**config.mk**
```make
export PLATFORM = sky130hd
export DESIGN_NAME = rbes_ctrl
export DESIGN_NICKNAME = d
export VERILOG_FILES = /design/src/rtl/core/rbes_pkg.sv /design/src/rtl/core/rbes_ctrl.sv
export SDC_FILE = /design/constraint.sdc
export NUM_CORES = 1
export LEC_CHECK = 0
export ABC_AREA = 1
export BUFFER_PORTS_ARGS = -buffer_cell sky130_fd_sc_hd__clkbuf_2
export CAP_MARGIN = 20
export CORE_ASPECT_RATIO = 1.1
export CORE_UTILIZATION = 65
export CTS_CLUSTER_DIAMETER = 30
export CTS_CLUSTER_SIZE = 12
export DETAILED_ROUTE_END_ITERATION = 10
export PLACE_DENSITY = 0.87
export SYNTH_ARGS = -nofsm -noshare
export SYNTH_HDL_FRONTEND = slang
export SYNTH_SLANG_ARGS = --single-unit
```
**constraint.sdc**
```tcl
create_clock -name clk -period 4.6 [get_ports clk]
set_input_delay 0.92 -clock clk [delete_from_list [all_inputs] [get_ports clk]]
set_output_delay 0.92 -clock clk [all_outputs]
set_load 0.01 [all_outputs]
```
**src/rtl/core/rbes_pkg.sv**
```systemverilog
// Package for the rigid body Euler step block: shared types, constants and
// the datapath command structure. No dependencies.
`timescale 1ns / 1ps
`default_nettype none
package rbes_pkg;

	localparam logic signed [31:0] Q_ONE = 32'sd65536;
	localparam logic signed [31:0] S_MAX = 32'sh7fffffff;
	localparam logic signed [31:0] S_MIN = 32'sh80000000;

	localparam logic [1:0] REG_GRAVITY = 2'd0;
	localparam logic [1:0] REG_DRAG    = 2'd1;
	localparam logic [1:0] REG_INVMASS = 2'd2;
	localparam logic [1:0] REG_SPIN    = 2'd3;

	// Register file slots of the datapath.
	typedef enum logic [4:0] {
		R_PX, R_PY, R_PZ, R_VX, R_VY, R_VZ, R_WX, R_WY, R_WZ,
		R_AS, R_AX, R_AY, R_AZ,
		R_FX, R_FY, R_FZ, R_TX, R_TY, R_TZ,
		R_H, R_G, R_D, R_M, R_T, R_ZERO, R_T0, R_T1, R_T2
	} reg_sel_t;

	// Operation of the shared unit.
	typedef enum logic [2:0] {
		OP_MUL,      // dst = sat(floor(a*b/2^16))
		OP_ADD,      // dst = sat(a+b)
		OP_SUB,      // dst = sat(a-b)
		OP_ACC_CLR,  // acc = 0
		OP_ACC_ADD,  // acc += floor(a*b/2^16)
		OP_ACC_SUB,  // acc -= floor(a*b/2^16)
		OP_ACC_HALF, // dst = sat(floor(acc/2))
		OP_MAG       // acc += sat(floor(a*b/2^16))
	} op_t;

	typedef struct packed {
		logic     en;
		op_t      op;
		reg_sel_t a;
		reg_sel_t b;
		reg_sel_t dst;
		logic     load;
		logic     pose;
	} dp_cmd_t;

	typedef struct packed {
		logic spin;
	} dp_status_t;

	function automatic logic signed [31:0] sat64(input logic signed [65:0] v);
		logic signed [31:0] r;
		if (v > 66'sh0_7fffffff) r = S_MAX;
		else if (v < -66'sh0_80000000) r = S_MIN;
		else r = v[31:0];
		return r;
	endfunction

endpackage
`default_nettype wire

```
**src/rtl/core/rbes_ctrl.sv**
```systemverilog
// Sequencer of the rigid body Euler step: walks the microprogram for a tick,
// handles a pose load and drives the datapath commands. Depends on rbes_pkg.
`timescale 1ns / 1ps
`default_nettype none
module rbes_ctrl import rbes_pkg::*; (
	input  wire logic       clk,
	input  wire logic       arst_n,
	input  wire logic       in_valid,
	output logic            in_stall,
	input  wire logic       in_cmd,
	input  wire dp_status_t status,
	output dp_cmd_t         cmd,
	output logic            done
);

	typedef enum logic [1:0] {ST_IDLE, ST_TICK, ST_POSE} state_t;

	localparam int unsigned NSTEP = 61;

	state_t     state_q;
	logic [5:0] pc_q;
	dp_cmd_t    uop;

	function automatic dp_cmd_t mk(input op_t o, input reg_sel_t a, input reg_sel_t b,
			input reg_sel_t d);
		dp_cmd_t c;
		c.en = 1'b1; c.op = o; c.a = a; c.b = b; c.dst = d; c.load = 1'b0; c.pose = 1'b0;
		return c;
	endfunction

	always_comb begin
		uop = mk(OP_ACC_CLR, R_ZERO, R_ZERO, R_ZERO);
		case (pc_q)
			6'd0:  uop = mk(OP_SUB, R_FY, R_G, R_FY);
			6'd1:  uop = mk(OP_MUL, R_VX, R_D, R_T1);
			6'd2:  uop = mk(OP_SUB, R_FX, R_T1, R_FX);
			6'd3:  uop = mk(OP_MUL, R_VY, R_D, R_T1);
			6'd4:  uop = mk(OP_SUB, R_FY, R_T1, R_FY);
			6'd5:  uop = mk(OP_MUL, R_VZ, R_D, R_T1);
			6'd6:  uop = mk(OP_SUB, R_FZ, R_T1, R_FZ);
			6'd7:  uop = mk(OP_MUL, R_WX, R_D, R_T1);
			6'd8:  uop = mk(OP_SUB, R_TX, R_T1, R_TX);
			6'd9:  uop = mk(OP_MUL, R_WY, R_D, R_T1);
			6'd10: uop = mk(OP_SUB, R_TY, R_T1, R_TY);
			6'd11: uop = mk(OP_MUL, R_WZ, R_D, R_T1);
			6'd12: uop = mk(OP_SUB, R_TZ, R_T1, R_TZ);
			6'd13: uop = mk(OP_MUL, R_VX, R_H, R_T1);
			6'd14: uop = mk(OP_ADD, R_PX, R_T1, R_PX);
			6'd15: uop = mk(OP_MUL, R_VY, R_H, R_T1);
			6'd16: uop = mk(OP_ADD, R_PY, R_T1, R_PY);
			6'd17: uop = mk(OP_MUL, R_VZ, R_H, R_T1);
			6'd18: uop = mk(OP_ADD, R_PZ, R_T1, R_PZ);
			6'd19: uop = mk(OP_MUL, R_FX, R_M, R_FX);
			6'd20: uop = mk(OP_MUL, R_FY, R_M, R_FY);
			6'd21: uop = mk(OP_MUL, R_FZ, R_M, R_FZ);
			6'd22: uop = mk(OP_MUL, R_TX, R_M, R_TX);
			6'd23: uop = mk(OP_MUL, R_TY, R_M, R_TY);
			6'd24: uop = mk(OP_MUL, R_TZ, R_M, R_TZ);
			6'd25: uop = mk(OP_MUL, R_FX, R_H, R_FX);
			6'd26: uop = mk(OP_MUL, R_FY, R_H, R_FY);
			6'd27: uop = mk(OP_MUL, R_FZ, R_H, R_FZ);
			6'd28: uop = mk(OP_MUL, R_TX, R_H, R_TX);
			6'd29: uop = mk(OP_MUL, R_TY, R_H, R_TY);
			6'd30: uop = mk(OP_MUL, R_TZ, R_H, R_TZ);
			6'd31: uop = mk(OP_ADD, R_VX, R_FX, R_VX);
			6'd32: uop = mk(OP_ADD, R_VY, R_FY, R_VY);
			6'd33: uop = mk(OP_ADD, R_VZ, R_FZ, R_VZ);
			6'd34: uop = mk(OP_ADD, R_WX, R_TX, R_WX);
			6'd35: uop = mk(OP_ADD, R_WY, R_TY, R_WY);
			6'd36: uop = mk(OP_ADD, R_WZ, R_TZ, R_WZ);
			6'd37: uop = mk(OP_ACC_CLR, R_ZERO, R_ZERO, R_ZERO);
			6'd38: uop = mk(OP_MAG, R_WX, R_WX, R_ZERO);
			6'd39: uop = mk(OP_MAG, R_WY, R_WY, R_ZERO);
			6'd40: uop = mk(OP_MAG, R_WZ, R_WZ, R_ZERO);
			// Scalar term into T0, x into T1, y into T2, z into FX.
			6'd41: uop = mk(OP_ACC_CLR, R_ZERO, R_ZERO, R_ZERO);
			6'd42: uop = mk(OP_ACC_SUB, R_WX, R_AX, R_ZERO);
			6'd43: uop = mk(OP_ACC_SUB, R_WY, R_AY, R_ZERO);
			6'd44: uop = mk(OP_ACC_SUB, R_WZ, R_AZ, R_ZERO);
			6'd45: uop = mk(OP_ACC_HALF, R_ZERO, R_ZERO, R_T0);
			6'd46: uop = mk(OP_ACC_CLR, R_ZERO, R_ZERO, R_ZERO);
			6'd47: uop = mk(OP_ACC_ADD, R_AS, R_WX, R_ZERO);
			6'd48: uop = mk(OP_ACC_ADD, R_WY, R_AZ, R_ZERO);
			6'd49: uop = mk(OP_ACC_SUB, R_WZ, R_AY, R_ZERO);
			6'd50: uop = mk(OP_ACC_HALF, R_ZERO, R_ZERO, R_T1);
			6'd51: uop = mk(OP_ACC_CLR, R_ZERO, R_ZERO, R_ZERO);
			6'd52: uop = mk(OP_ACC_ADD, R_AS, R_WY, R_ZERO);
			6'd53: uop = mk(OP_ACC_ADD, R_WZ, R_AX, R_ZERO);
			6'd54: uop = mk(OP_ACC_SUB, R_WX, R_AZ, R_ZERO);
			6'd55: uop = mk(OP_ACC_HALF, R_ZERO, R_ZERO, R_T2);
			6'd56: uop = mk(OP_ACC_CLR, R_ZERO, R_ZERO, R_ZERO);
			6'd57: uop = mk(OP_ACC_ADD, R_AS, R_WZ, R_ZERO);
			6'd58: uop = mk(OP_ACC_ADD, R_WX, R_AY, R_ZERO);
			6'd59: uop = mk(OP_ACC_SUB, R_WY, R_AX, R_ZERO);
			6'd60: uop = mk(OP_ACC_HALF, R_ZERO, R_ZERO, R_FX);
			default: ;
		endcase
	end

	// Tail of the tick: scale three of the four attitude gains by the step.
	dp_cmd_t tail;
	always_comb begin
		tail = mk(OP_ACC_CLR, R_ZERO, R_ZERO, R_ZERO);
		case (pc_q)
			6'd61: tail = mk(OP_MUL, R_T0, R_H, R_T0);
			6'd62: tail = mk(OP_MUL, R_T1, R_H, R_T1);
			6'd63: tail = mk(OP_MUL, R_T2, R_H, R_T2);
			default: ;
		endcase
	end

	logic [2:0] fin_q;

	always_comb begin
		cmd = '0;
		in_stall = (state_q != ST_IDLE);
		if (state_q == ST_IDLE) begin
			cmd.load = in_valid;
			cmd.pose = in_valid & in_cmd;
		end else if (state_q == ST_TICK) begin
			if (pc_q < 6'(NSTEP)) cmd = uop;
			else if (fin_q == 3'd0) cmd = tail;
			else begin
				unique case (fin_q)
					3'd1: cmd = mk(OP_MUL, R_FX, R_H, R_FX);
					3'd2: cmd = mk(OP_ADD, R_AS, R_T0, R_AS);
					3'd3: cmd = mk(OP_ADD, R_AX, R_T1, R_AX);
					3'd4: cmd = mk(OP_ADD, R_AY, R_T2, R_AY);
					3'd5: cmd = mk(OP_ADD, R_AZ, R_FX, R_AZ);
					default: cmd = '0;
				endcase
			end
		end
	end

	always_ff @(posedge clk or negedge arst_n) begin
		if (!arst_n) begin
			state_q <= ST_IDLE;
			pc_q    <= '0;
			fin_q   <= '0;
			done    <= 1'b0;
		end else begin
			done <= 1'b0;
			unique case (state_q)
				ST_IDLE: begin
					pc_q  <= '0;
					fin_q <= '0;
					if (in_valid) state_q <= in_cmd ? ST_POSE : ST_TICK;
				end
				ST_POSE: begin
					state_q <= ST_IDLE;
					done    <= 1'b1;
				end
				ST_TICK: begin
					if (pc_q == 6'd41 && !status.spin) begin
						state_q <= ST_IDLE;
						done    <= 1'b1;
					end else if (pc_q < 6'd63) begin
						pc_q <= pc_q + 6'd1;
					end else if (fin_q < 3'd5) begin
						fin_q <= fin_q + 3'd1;
					end else begin
						state_q <= ST_IDLE;
						done    <= 1'b1;
					end
				end
				default: state_q <= ST_IDLE;
			endcase
		end
	end

endmodule
`default_nettype wire

```
* Word-level counts from Yosys, hierarchy flattened
Index checks and enable logic that the tools add are counted.
** Storage, ports and cells
- Memory bits (writable) :: 0
- Word-level logic and storage cells :: 118
- Output and inout port bits :: 23
- Memories :: 0
- Register bits after elaboration :: 12
- Input bits :: 5
- ROM bits :: 0
- Latch bits :: 0
** Operators by class
- Magnitude comparators :: 3
- Multiply operators :: 0
- Muxes and demuxes :: 25
- Divide/modulo/power cells :: 0
- Equality and inequality tests :: 73
- $add $sub $neg :: 2
- Reductions and logical operators :: 10
- Bitwise operators :: 1
- Shift operators :: 0
** Operators by type and width (count)
- $pmux 20 s56 :: 1
- $eq 6x6->1 const B :: 28
- $pmux 21 s5 :: 1
- $eq 6x5->1 const B :: 16
- $mux 21 :: 3
- $pmux 19 s3 :: 1
- $eq 6x4->1 const B :: 8
- $eq 6x3->1 const B :: 4
- $mux 19 :: 1
- $eq 6x2->1 const B :: 2
- $lt 6x6->1 const B :: 2
- $mux 2 :: 6
- $mux 6 :: 2
- $pmux 6 s2 :: 1
- $mux 3 :: 3
- $add 6x1->6 const B :: 1
- $eq 3x2->1 const B :: 2
- $eq 3x3->1 const B :: 2
- $eq 6x1->1 const B :: 1
- $logic_not 6->1 :: 1
- $ne 2x2->1 const B :: 3
- $ne 3x3->1 const B :: 2
- $pmux 3 s2 :: 1
- $reduce_and 3->1 :: 2
- 16 further kinds :: 20

* Logic depth before layout (Yosys ltp)
- Depth in word-level cells :: 6
- Mapped depth :: 14
- Mapped depth without buffers :: 13

* Least setup slack after synthesis
OpenSTA, ideal clock, no wires.
- Path kind :: flip-flop to output port
- Start :: register pc_q[0]
- End :: output cmd[10] (netlist bit)
- Data arrival time :: 1.860 ns
- Required time :: 3.680 ns
- Cell stages (with the launch flop) :: 11
- Path slack :: 1.820 ns
- Buffers on the path :: 1
- Path through :: dfrtp_1 -> inv_1 -> ha_1 -> clkbuf_1 -> o211ai_1 -> nand2_1 -> nor2_1 -> nand2_1 -> nor2_2 -> nand2_2 -> a21oi_1
** RTL lines
- from (decl) :: line rbes_ctrl.sv:21 : logic [5:0] pc_q;
- from (signal assigned) :: line rbes_ctrl.sv:159 : pc_q <= pc_q + 6'd1;
- to (decl) :: line rbes_ctrl.sv:12 : output dp_cmd_t cmd,

==> reports/qor.txt <==
Status: completed
Critical path type: reg2out
Num ports: 28
Met1 usage: 61.2%
Pwr per Cell Area: 320 nW/um^2
Crit-path max FO: 12
M3 GR Usage: 22.6%
Final setup viols: 0
Worst Path Required: 3.68 ns
RSZ-0062 raised after global routing: false
CP Capture Type: output port
Drt pass-1 iters: 6
Die width: 61.3 um
Top cell type's share of synthesized area: 17.0%
Synthesized instance count: 465
Tcrit/Tclk final: 84.8%
Final Cell Area: 2690 sq um
GP Congestion: 1.12
Max Clock Skew: 0.00605 ns
Via density per instance: 6.39
Antenna violations before repair: 0
Non-Filler Instances: 533
Cts hold-fix bufs: 0
Slew @ Worst Pin: 0.871 ns
Post-route ant nets: 0
Most frequent cells in the layout: nand2_1, nor2_1, nand3_1, inv_1
Final Util: 72.9%
Num CTS Buffers: 3
H-tree Lvls: 1
Syn avg cell area: 5.41 sq um
Gr ovfl total: 0
Slowest cell on crit path: nor2_1
WP data arrival: 2.98 ns
M2 GR Usage: 73.8%
# Post-CTS Setup Buffers: 0
Busiest grt layer: met2
Routed wire length: 9.10 mm
Synth top area cells: nand2_1, nor2_1, dfrtp_1
Setup WS pre-CTS: 1.31 ns
Setup TNS: 0 ns
Slew headroom: 41.7%
Post-DP HPWL: 6.75 mm
Via count: 3404
Global-route wire length before repair: 15.2 mm
Root Buffer: clkbuf_8
Total GRT Usage: 50.0%
Fin nets: 505
Resized cells post-CTS: 0
Cells after DPL: 529
Minimum clock period: 3.90 ns
Cell row count: 23
CTS tree: yes
Die Span Y: 67.2 um
Fraction of layout cells with a size suffix above 1: 11.8%
Post-synthesis cell area: 2510 sq um
Clock Path Buffers: 2
DRT iter0 DRCs: 690
Crit path cell chain: nor2_1 -> nand2_1 -> o21ai_0 -> nor2_1 -> nand3_1 -> nand2_1 -> inv_1 -> clkbuf_2
Fin. max-slew vios: 0
Hold/Removal Path Class: in2async
Vias in the first global route: 3078
Fmax: 256 MHz
Final hold vios: 0
Cell variety after synth: 37
Yosys top cell by area: nand2_1
Syn nets: 486
Area grow syn2layout: 6.82%
CTS Sinks: 12
Flops & latches, synth: 12
Post-place instance area: 2630 sq um
Slowest stage delay, CP: 0.75 ns
Lkg Pwr: 1.61 nW
Port buffer count: 27
Layout fillers: 356
Commonest non-fill, non-tap cell in the layout: nand2_1
Clock insertion delay at the later pin of the skew report: 0.24 ns
Max-cap violations: 0
Core area: 3680 sq um
Full die area: 4120 sq um
Yosys warns: 0
Setup ws final: 0.701 ns
Antenna fix cells: 0
Post-route DRC: 0
Clock transition at the registers of the reported paths: 0.06 ns
Initial core utilization: 68.2%
Seq/Total Area, Yosys: 11.9%
Largest net degree at the start of global routing: 17
Startpoint types: register
WL/cell: 17.1 um
Peak supply drop: 0.375 mV
[cell families (layout without fill, tap and decap cells)]
group | after synthesis | count (layout) | share of synthesized area, %
adders and majority gates | 16 | 16 | 7.96
xor gates and xnor gates | 2 | 2 | 0.697
DFF | 12 | 12 | 11.9
AOI/OAI and AO/OA | 79 | 79 | 18.1
buffers and inverters | 63 | 81 | 10.8
and+or+nand+nor | 293 | 293 | 50.6
[cell usage after synthesis]
library cell,count
nor3_2,1
a21boi_0,1
o31ai_1,1
xnor2_1,1
buf_4,5
buf_2,5
inv_1,39
o21a_1,2
a21oi_1,27
nor2_1,87
clkbuf_1,2
o22ai_1,4
a21boi_1,1
o21ai_0,20
nand2_1,114
nand3_2,2
a41oi_1,1
o2111ai_1,1
nor4_1,1
o21ai_1,7
nand2_2,4
and2_1,1
nor2_2,8
a211oi_1,1
dfrtp_1,12
nor3_1,13
a31oi_1,1
nand3_1,49
clkinv_2,1
ha_1,16
nand3b_1,5
nand4_1,7
o211ai_1,12
xor2_1,1
buf_6,1
nor3b_1,1
inv_2,10
[flip-flops by register name, summed over array words and instances (netlist names)]
name	count
pc_q	6
fin_q	3
state_q	2
done	1
[cell type report]
| cell class | count | area, sq um | area share [%] |
|---|---|---|---|
| inverter | 50 | 189 | 7.04 |
| timing repair buffer | 27 | 135 | 5.03 |
| tap | 50 | 62.6 | 2.33 |
| clock buffer | 4 | 55.1 | 2.05 |
| multi-input combinational | 390 | 1940 | 72.4 |
| sequential | 12 | 300 | 11.2 |
[power by group]
part / switching, W / internal (W) / total, W
logic: 0.000433 / 0.000175 / 0.000608
clock network: 0.0000403 / 0.0000756 / 0.000116
registers: 0.0000135 / 0.000122 / 0.000135
[final timing paths]
| check | start | to | slack (ns) | cells after the start |
|---|---|---|---|---|
| worst max-delay path | pc_q[2]$_DFFE_PN0P_ | cmd[5] | 0.70 | 8 |
| worst min-delay path | arst_n | done$_DFF_PN0_ | 0.56 | 1 |
| worst max register to register | pc_q[0]$_DFFE_PN0P_ | state_q[1]$_DFFE_PN0P_ | 2.28 | 8 |
| worst min register to register | state_q[0]$_DFFE_PN0P_ | state_q[0]$_DFFE_PN0P_ | 0.61 | 2 |
| max in group asynchronous | arst_n | state_q[1]$_DFFE_PN0P_ | 3.80 | 1 |
| min in group clk | state_q[0]$_DFFE_PN0P_ | state_q[0]$_DFFE_PN0P_ | 0.61 | 2 |
[stage by stage]
stage	power (W)	hold slack, ns
6_report	0.000859	0.562
5_1_grt	0.000927	0.577
4_1_cts	0.000827	0.565
3_5_place_dp	0.000708	0.579
3_3_place_gp	0.000697	0.573
2_1_floorplan	0.000544	0.533
[critical path: cells and delay by family (launching register included)]
| family | cells | cell delay (ns) |
|---|---|---|
| flops | 1 | 0.54 |
| buf+inv | 2 | 0.18 |
| compound gates | 1 | 0.70 |
| simple gates | 5 | 1.33 |
[metal layers]
| metal | vias up | wire length [um] |
|---|---|---|
| met5 | - | 0 |
| met4 | 0 | 532 |
| met3 | 62 | 1090 |
| met2 | 283 | 4040 |
| met1 | 1478 | 3430 |
| li1 | 1581 | - |
No activity file was read; power rests on OpenSTA's default activity.
